### src/ic72_pkg.sv
// Shared types and constants for the 72-source interrupt controller.
// No dependencies; imported by ic72_lowbit and interrupt_controller_72_source.
`default_nettype none

package ic72_pkg;

    // Item kinds carried on the input tuser
    typedef enum logic [1:0] {
        KIND_LEVEL  = 2'd0,
        KIND_WRITE  = 2'd1,
        KIND_READ   = 2'd2,
        KIND_VECTOR = 2'd3
    } kind_t;

    // Register indexes
    localparam logic [3:0] REG_BASIC_PEND = 4'd0;
    localparam logic [3:0] REG_PEND1      = 4'd1;
    localparam logic [3:0] REG_PEND2      = 4'd2;
    localparam logic [3:0] REG_FIQ        = 4'd3;
    localparam logic [3:0] REG_ENABLE1    = 4'd4;
    localparam logic [3:0] REG_ENABLE2    = 4'd5;
    localparam logic [3:0] REG_ENABLE_BAS = 4'd6;
    localparam logic [3:0] REG_DISABLE1   = 4'd7;
    localparam logic [3:0] REG_DISABLE2   = 4'd8;
    localparam logic [3:0] REG_DISABLE_BAS = 4'd9;

    localparam int unsigned NUM_SOURCES = 72;
    localparam int unsigned SRC_W       = 7;
    localparam int unsigned WORD_W      = 32;
    localparam int unsigned BASIC_W     = 8;
    localparam int unsigned BIT_IDX_W   = 5;

    // Vector number offsets of the three groups
    localparam logic [SRC_W-1:0] BASE_PEND1 = 7'd0;
    localparam logic [SRC_W-1:0] BASE_PEND2 = 7'd32;
    localparam logic [SRC_W-1:0] BASE_BASIC = 7'd64;

endpackage

`default_nettype wire

### src/interrupt_controller_72_source.sv
// Top level of the 72-source interrupt controller: input stage, state, result stage.
// Depends on ic72_pkg and ic72_lowbit.
//
//  channel  | dir | tdata (low bit up)                                | tuser
//  s_axis   | in  | source_index[6:0] source_level[7] register_index  | kind[1:0]
//           |     | [11:8] write_data[43:12], zero[47:44]             |
//  m_axis   | out | read_data[31:0] vector_number[38:32] zero[39]     | vector_valid
//
// One item is taken per cycle while the output is not stalled; each item yields one result,
// held first in an input register, then through the mask/priority logic in a result register.
// Source levels and enables update in item order, so a read sees every earlier item.
// Reset clears the levels, the enable mask and both stage valid flags.
// A stalled output holds its result while the input register keeps one more item.
`default_nettype none

module interrupt_controller_72_source
    import ic72_pkg::*;
(
    input  wire logic        clk,
    input  wire logic        rst_n,
    input  wire logic        s_axis_tvalid,
    output logic             s_axis_tready,
    input  wire logic [47:0] s_axis_tdata,   // source_index, source_level, register_index,
                                             // write_data, zero pad
    input  wire logic [1:0]  s_axis_tuser,   // kind
    output logic             m_axis_tvalid,
    input  wire logic        m_axis_tready,
    output logic      [39:0] m_axis_tdata,   // read_data, vector_number, zero pad
    output logic             m_axis_tuser    // vector_valid
);

    // Input stage
    logic                in_valid_reg, in_valid_next;
    logic [1:0]          in_kind_reg;
    logic [SRC_W-1:0]    in_src_reg;
    logic                in_lvl_reg;
    logic [3:0]          in_regidx_reg;
    logic [WORD_W-1:0]   in_data_reg;

    // State
    logic [NUM_SOURCES-1:0] levels_reg, levels_next;
    logic [NUM_SOURCES-1:0] enable_reg, enable_next;

    // Result stage
    logic                out_valid_reg, out_valid_next;
    logic [WORD_W-1:0]   rd_reg, rd_next;
    logic [SRC_W-1:0]    vnum_reg, vnum_next;
    logic                vvalid_reg, vvalid_next;

    logic                in_xfer;
    logic                advance;
    kind_t               kind;

    logic [WORD_W-1:0]   pend1;
    logic [WORD_W-1:0]   pend2;
    logic [BASIC_W-1:0]  pend_basic;
    logic [WORD_W-1:0]   basic_word;
    logic [WORD_W-1:0]   pick_word;
    logic [SRC_W-1:0]    pick_base;
    logic                pick_any;
    logic [BIT_IDX_W-1:0] pick_idx;

    // Handshake: the input register frees up whenever its item moves on
    assign advance       = in_valid_reg && (!out_valid_reg || m_axis_tready);
    assign s_axis_tready = !in_valid_reg || advance;
    assign in_xfer       = s_axis_tvalid && s_axis_tready;
    assign kind          = kind_t'(in_kind_reg);

    always_comb
    begin
        in_valid_next = in_valid_reg;
        if (in_xfer)
        begin
            in_valid_next = 1'b1;
        end
        else if (advance)
        begin
            in_valid_next = 1'b0;
        end
    end

    // Capture an input transfer
    always_ff @(posedge clk or negedge rst_n)
    begin
        if (!rst_n)
        begin
            in_valid_reg <= 1'b0;
        end
        else
        begin
            in_valid_reg <= in_valid_next;
        end
    end

    always_ff @(posedge clk)
    begin
        if (in_xfer)
        begin
            in_kind_reg   <= s_axis_tuser;
            in_src_reg    <= s_axis_tdata[6:0];
            in_lvl_reg    <= s_axis_tdata[7];
            in_regidx_reg <= s_axis_tdata[11:8];
            in_data_reg   <= s_axis_tdata[43:12];
        end
    end

    // Pending words and basic pending summary
    assign pend1      = levels_reg[31:0] & enable_reg[31:0];
    assign pend2      = levels_reg[63:32] & enable_reg[63:32];
    assign pend_basic = levels_reg[71:64] & enable_reg[71:64];
    assign basic_word = {22'd0, |pend2, |pend1, pend_basic};

    // Choose the group for a vector query: basic, then pending1, then pending2
    always_comb
    begin
        pick_any  = 1'b1;
        pick_word = pend2;
        pick_base = BASE_PEND2;
        if (|pend_basic)
        begin
            pick_word = {24'd0, pend_basic};
            pick_base = BASE_BASIC;
        end
        else if (|pend1)
        begin
            pick_word = pend1;
            pick_base = BASE_PEND1;
        end
        else if (!(|pend2))
        begin
            pick_any = 1'b0;
        end
    end

    ic72_lowbit u_lowbit
    (
        .word  (pick_word),
        .index (pick_idx)
    );

    // Process the held item: update state and form its result
    always_comb
    begin
        levels_next    = levels_reg;
        enable_next    = enable_reg;
        out_valid_next = out_valid_reg;
        rd_next        = rd_reg;
        vnum_next      = vnum_reg;
        vvalid_next    = vvalid_reg;

        if (out_valid_reg && m_axis_tready)
        begin
            out_valid_next = 1'b0;
        end

        if (advance)
        begin
            out_valid_next = 1'b1;
            rd_next        = '0;
            vnum_next      = '0;
            vvalid_next    = 1'b0;
            unique case (kind)
                KIND_LEVEL:
                begin
                    if (in_src_reg < SRC_W'(NUM_SOURCES))
                    begin
                        levels_next[in_src_reg] = in_lvl_reg;
                    end
                end
                KIND_WRITE:
                begin
                    unique case (in_regidx_reg)
                        REG_ENABLE1:     enable_next[31:0]  = enable_reg[31:0] | in_data_reg;
                        REG_ENABLE2:     enable_next[63:32] = enable_reg[63:32] | in_data_reg;
                        REG_ENABLE_BAS:  enable_next[71:64] = enable_reg[71:64]
                                                              | in_data_reg[7:0];
                        REG_DISABLE1:    enable_next[31:0]  = enable_reg[31:0] & ~in_data_reg;
                        REG_DISABLE2:    enable_next[63:32] = enable_reg[63:32] & ~in_data_reg;
                        REG_DISABLE_BAS: enable_next[71:64] = enable_reg[71:64]
                                                              & ~in_data_reg[7:0];
                        default:         enable_next = enable_reg;
                    endcase
                end
                KIND_READ:
                begin
                    unique case (in_regidx_reg)
                        REG_BASIC_PEND:                    rd_next = basic_word;
                        REG_PEND1:                         rd_next = pend1;
                        REG_PEND2:                         rd_next = pend2;
                        REG_ENABLE1, REG_DISABLE1:         rd_next = enable_reg[31:0];
                        REG_ENABLE2, REG_DISABLE2:         rd_next = enable_reg[63:32];
                        REG_ENABLE_BAS, REG_DISABLE_BAS:   rd_next = {24'd0, enable_reg[71:64]};
                        default:                           rd_next = '0;
                    endcase
                end
                KIND_VECTOR:
                begin
                    if (pick_any)
                    begin
                        vnum_next   = pick_base + {2'd0, pick_idx};
                        vvalid_next = 1'b1;
                    end
                end
                default:
                begin
                    rd_next = '0;
                end
            endcase
        end
    end

    // State and result registers
    always_ff @(posedge clk or negedge rst_n)
    begin
        if (!rst_n)
        begin
            levels_reg    <= '0;
            enable_reg    <= '0;
            out_valid_reg <= 1'b0;
        end
        else
        begin
            levels_reg    <= levels_next;
            enable_reg    <= enable_next;
            out_valid_reg <= out_valid_next;
        end
    end

    always_ff @(posedge clk)
    begin
        rd_reg     <= rd_next;
        vnum_reg   <= vnum_next;
        vvalid_reg <= vvalid_next;
    end

    // Drive the output channel
    assign m_axis_tvalid = out_valid_reg;
    assign m_axis_tdata  = {1'b0, vnum_reg, rd_reg};
    assign m_axis_tuser  = vvalid_reg;

    // A found vector always names a real source
    assert property (@(posedge clk) disable iff (!rst_n)
        (m_axis_tvalid && vvalid_reg) |-> (vnum_reg < SRC_W'(NUM_SOURCES)))
        else $error("vector number beyond the last source");

    // Without a found vector the number reads zero
    assert property (@(posedge clk) disable iff (!rst_n)
        (m_axis_tvalid && !vvalid_reg) |-> (vnum_reg == '0))
        else $error("vector number set without a pending source");

    // Only a query returns a vector, and a query returns no read data
    assert property (@(posedge clk) disable iff (!rst_n)
        (m_axis_tvalid && vvalid_reg) |-> (rd_reg == '0))
        else $error("read data set on a vector result");

    // A held item that cannot move on stays in the input register
    assert property (@(posedge clk) disable iff (!rst_n)
        (in_valid_reg && !advance) |=> in_valid_reg)
        else $error("input item dropped while the output stalled");

    // Source levels and enables only change when an item is processed
    assert property (@(posedge clk) disable iff (!rst_n)
        !advance |=> $stable(levels_reg) && $stable(enable_reg))
        else $error("state changed without a processed item");

endmodule

`default_nettype wire

### src/ic72_lowbit.sv
// Lowest-set-bit encoder over one 32-bit pending word.
// Depends on ic72_pkg for widths.
`default_nettype none

module ic72_lowbit
    import ic72_pkg::*;
(
    input  wire logic [WORD_W-1:0]    word,
    output logic      [BIT_IDX_W-1:0] index
);

    logic [WORD_W-1:0] lowest;

    // Isolate the lowest one, then OR its position bits together
    always_comb
    begin
        lowest = word & (~word + WORD_W'(1));
        index  = '0;
        for (int i = 0; i < WORD_W; i++)
        begin
            if (lowest[i])
            begin
                index = index | BIT_IDX_W'(i);
            end
        end
    end

endmodule

`default_nettype wire

### config.mk
export PLATFORM = sky130hd
export DESIGN_NAME = interrupt_controller_72_source
export DESIGN_NICKNAME = d
export VERILOG_FILES = /design/src/ic72_pkg.sv /design/src/interrupt_controller_72_source.sv /design/src/ic72_lowbit.sv
export SDC_FILE = /design/constraint.sdc
export NUM_CORES = 1
export LEC_CHECK = 0
export BUFFER_PORTS_ARGS = -buffer_cell sky130_fd_sc_hd__buf_2
export CAP_MARGIN = 20
export CORE_ASPECT_RATIO = 1.5
export CORE_MARGIN = 8
export CORE_UTILIZATION = 51
export CTS_BUF_LIST = sky130_fd_sc_hd__clkbuf_16
export DETAILED_ROUTE_END_ITERATION = 10
export PLACE_DENSITY = 0.71
export SKIP_CTS_REPAIR_TIMING = 1
export SYNTH_ARGS = -nofsm -noshare
export SYNTH_HDL_FRONTEND = slang
export SYNTH_SLANG_ARGS = --single-unit
### constraint.sdc
create_clock -name clk -period 4.6 [get_ports clk]
set_input_delay 0.92 -clock clk [delete_from_list [all_inputs] [get_ports clk]]
set_output_delay 0.92 -clock clk [all_outputs]
set_load 0.03 [all_outputs]
==> impl_metrics.env <==
export IMPL_worst_clock_skew_ps=18.8
export IMPL_final_max_slew_viols=0
export IMPL_number_of_enable_type_register_cells_in_the_synthesized_netlist=86
export IMPL_final_setup_viol_count=0
export IMPL_antenna_violations_before_repair=0
export IMPL_via_count_of_the_first_global_routing_pass=9560
export IMPL_h_tree_depth=1
export IMPL_synthesized_area_per_cell_um2=10.9
export IMPL_drive_above_1_share_pct=21.3
export IMPL_synth_flop_cell="sky130_fd_sc_hd__dfrtp_1"
export IMPL_flow_area_growth_from_synthesis_pct=12.7
export IMPL_numClockSinks=232
export IMPL_crit_path_top_delay_cell="sky130_fd_sc_hd__a222oi_1"
export IMPL_max_slew_margin_rel_pct=27.0
export IMPL_comb_power_share_pct=14.1
export IMPL_gp_routability_congestion=0.968
export IMPL_vias_per_cell=6.72
export IMPL_yosys_area_top_type="sky130_fd_sc_hd__dfrtp_1"
export IMPL_io_pins=97
export IMPL_timing_critical_path_buf_inv=0
export IMPL_fp_row_count=67
export IMPL_syn_std_cell_area_um2=11400
export IMPL_sequentialPowerShare_pct=51.9
export IMPL_layout_setup_ws_ps=959
export IMPL_critical_path_peak_fanout=21
export IMPL_critical_path_top_delay_family="compound AO/OA/AOI/OAI gates"
export IMPL_category_of_the_worst_setup_path_launch_point="register"
export IMPL_ys_seq_area_share_pct=54.6
export IMPL_internal_power_mw=3.59
export IMPL_dr_total_vias=9534
export IMPL_power_density_cell_area_nw_per_um2=395
export IMPL_endpoint_kind="register"
export IMPL_power_static_leakage_nw=5.72
export IMPL_gr_usage_all_layers_pct=24.9
export IMPL_clk_insertion_delay_late_ps=510
export IMPL_die_area_um2=27500
export IMPL_core_area_um2=22100
export IMPL_portBuffers=91
export IMPL_final_min_clock_period_ps=3640
export IMPL_drc_violations_left=0
export IMPL_layout_cells_most_common_list="sky130_fd_sc_hd__dfrtp_1 (146), sky130_fd_sc_hd__nand2_1 (112), sky130_fd_sc_hd__a21oi_1 (94)"
export IMPL_timing_hold_violations_final=0
export IMPL_detail_route_iter0_violations=939
export IMPL_drt_total_wl_um=35100
export IMPL_critical_path_max_stage_delay_ps=720
export IMPL_yosys_warnings=0
export IMPL_m1WireLength_um=12900
export IMPL_synthCells=1052
export IMPL_post_synth_main_area_contributors="sky130_fd_sc_hd__dfrtp_1 (32%), sky130_fd_sc_hd__edfxtp_1 (23%), sky130_fd_sc_hd__mux2_2 (7.1%), sky130_fd_sc_hd__a31oi_1 (4.3%), sky130_fd_sc_hd__a21o_1 (4.1%)"
export IMPL_synth_net_count=1106
export IMPL_timing_worst_slew_pin_value_ps=1090
export IMPL_first_pass_grt_wire_length_um=54400
export IMPL_initial_core_util_pct=51.6
export IMPL_tritoncts_num_buffers=23
export IMPL_timing_final_crit_share_pct=79.1
export IMPL_met2RoutedLength_um=18100
export IMPL_first_pass_iters=7
export IMPL_die_y_um=199
export IMPL_p_sw_share_pct=29.4
export IMPL_max_cap_violations=0
export IMPL_power_ir_vdd_worst_uv=373
export IMPL_grt_overflow=0
export IMPL_netSwitchingPower_mw=1.50
export IMPL_layout_commonest_cell="sky130_fd_sc_hd__dfrtp_1"
export IMPL_p_clk_share_pct=34.0
export IMPL_layout_nets=1181
export IMPL_synth_seq_cells=232
export IMPL_n_antenna_cell=0
export IMPL_hold_slack_ps=410
export IMPL_clkSlewWorstSetupHoldPaths_ps=70
export IMPL_worst_hold_path_type="in2async"
export IMPL_outcome="complete, no violations"
export IMPL_worst_ep_arrival_time_ps=3890
export IMPL_antenna_left=0
export IMPL_dr_max_layer_used="met4"
export IMPL_timing_worst_setup_path_type="reg2reg"
export IMPL_critical_path_cell_list="a222oi_1, and4_1, and4_4, nand2_2, o221a_2, o2111ai_1, a31oi_1, a2111oi_0, a21oi_1"
export IMPL_synthArstFlopShare_pct=62.9
export IMPL_grt_max_degree=77
export IMPL_tritoncts="built"
export IMPL_detailroute_wirelength_met3_um=2060
export IMPL_fmaxAchievable_ghz=0.275
export IMPL_synth_cell_types=75
export IMPL_final_cells=1419
export IMPL_wl_per_cell_um=24.7
export IMPL_cts_root_cell="sky130_fd_sc_hd__clkbuf_16"
export IMPL_synthDominantCellAreaShare_pct=32.0
export IMPL_die_width_um=138
export IMPL_buffers_from_clock_root_to_sink_at_most=3
export IMPL_dp_final_hpwl_um=24000
export IMPL_post_route_util_pct=58.1
export IMPL_worstPathRequired_ps=4850
export IMPL_dp_slack_ps=975
export IMPL_fin_setup_tns_ps=0
export IMPL_rsz0062_at_grt="false"
export IMPL_place_inst=1377
logic make-up (layout without fill, tap and decap cells):
family	count (synthesis)	after routing	share of synthesized area [%]
multiplexers	72	72	7.10
buffers and inverters	68	159	2.48
AND/OR/NAND/NOR	296	296	12.4
flip-flops	232	232	54.6
AO/OA/AOI/OAI	383	383	23.4
other	1	1	0.0328
routing by layer:
| layer | vias up | GRT usage (%) |
|---|---|---|
| li1 | 4216 | - |
| met1 | 4755 | 28.2 |
| met2 | 444 | 44.2 |
| met3 | 119 | 3.47 |
| met4 | 0 | 14.7 |
| met5 | - | 0 |
synth_stat cells (all sizes together) (2+ instances only):
cell type    n
a2111oi      2
a211oi       8
a21o        63
a21oi       95
a221oi       2
a222oi      17
a22o         7
a22oi       40
a31oi       79
a32o        10
a32oi       10
a41oi        3
and2         5
and3         5
and4         4
buf          6
clkbuf      55
dfrtp      146
edfxtp      86
inv          7
mux2        72
nand2      114
nand2b      10
nand3       16
nand3b       5
nand4       10
nand4b       2
nor2        87
nor2b        5
nor3        14
nor3b        3
nor4         4
o2111ai      2
o211ai       3
o21ai       16
o22a         3
o22ai        7
o311a        2
o31a         2
o31ai        2
o41ai        2
or3          3
or4          2
through the flow:
step / area, µm² / power [mW]
2_1_floorplan: 11400 / 3.06
3_3_place_gp: 12200 / 3.35
3_5_place_dp: 12200 / 3.38
4_1_cts: 12800 / 5.11
5_1_grt: 12900 / 5.30
6_report: 12900 / 5.09
path summary, 6_finish.rpt:
kind	to	slack (ps)	cells after the start
worst max-delay path	vnum_reg[0]	960	9
worst min-delay path	asynchronous set/reset pin	410	1
worst max register to register	vnum_reg[0]	960	9
worst min register to register	register	510	1
max in group asynchronous	asynchronous set/reset pin	3320	2
min in group clk	register	510	1
final cells by class:
cell class | count | area (µm²)
tap | 276 | 345
sequential | 232 | 6240
timing repair buffer | 111 | 637
clock buffer | 23 | 576
multi-input combinational | 752 | 4940
inverter | 7 | 26.3
fill | 1991 | 9260
clock inverter | 18 | 103
power groups by stage:
stage | sequential (mW) | clock, mW | combinational, mW
2_1_floorplan | 2.62 | 0 | 0.439
3_3_place_gp | 2.66 | 0 | 0.689
3_5_place_dp | 2.67 | 0 | 0.710
4_1_cts | 2.63 | 1.77 | 0.710
5_1_grt | 2.67 | 1.85 | 0.777
6_report | 2.64 | 1.73 | 0.716
worst register-to-register path, cell delays in order, from the launching register on:
cell and delay [ps]:
sky130_fd_sc_hd__dfrtp_1 410, sky130_fd_sc_hd__a222oi_1 720, sky130_fd_sc_hd__and4_1 400, sky130_fd_sc_hd__and4_4 480, sky130_fd_sc_hd__nand2_2 230, sky130_fd_sc_hd__o221a_2 340, sky130_fd_sc_hd__o2111ai_1 110, sky130_fd_sc_hd__a31oi_1 160
sky130_fd_sc_hd__a2111oi_0 410, sky130_fd_sc_hd__a21oi_1 130
No activity file was read; power rests on OpenSTA's default activity.
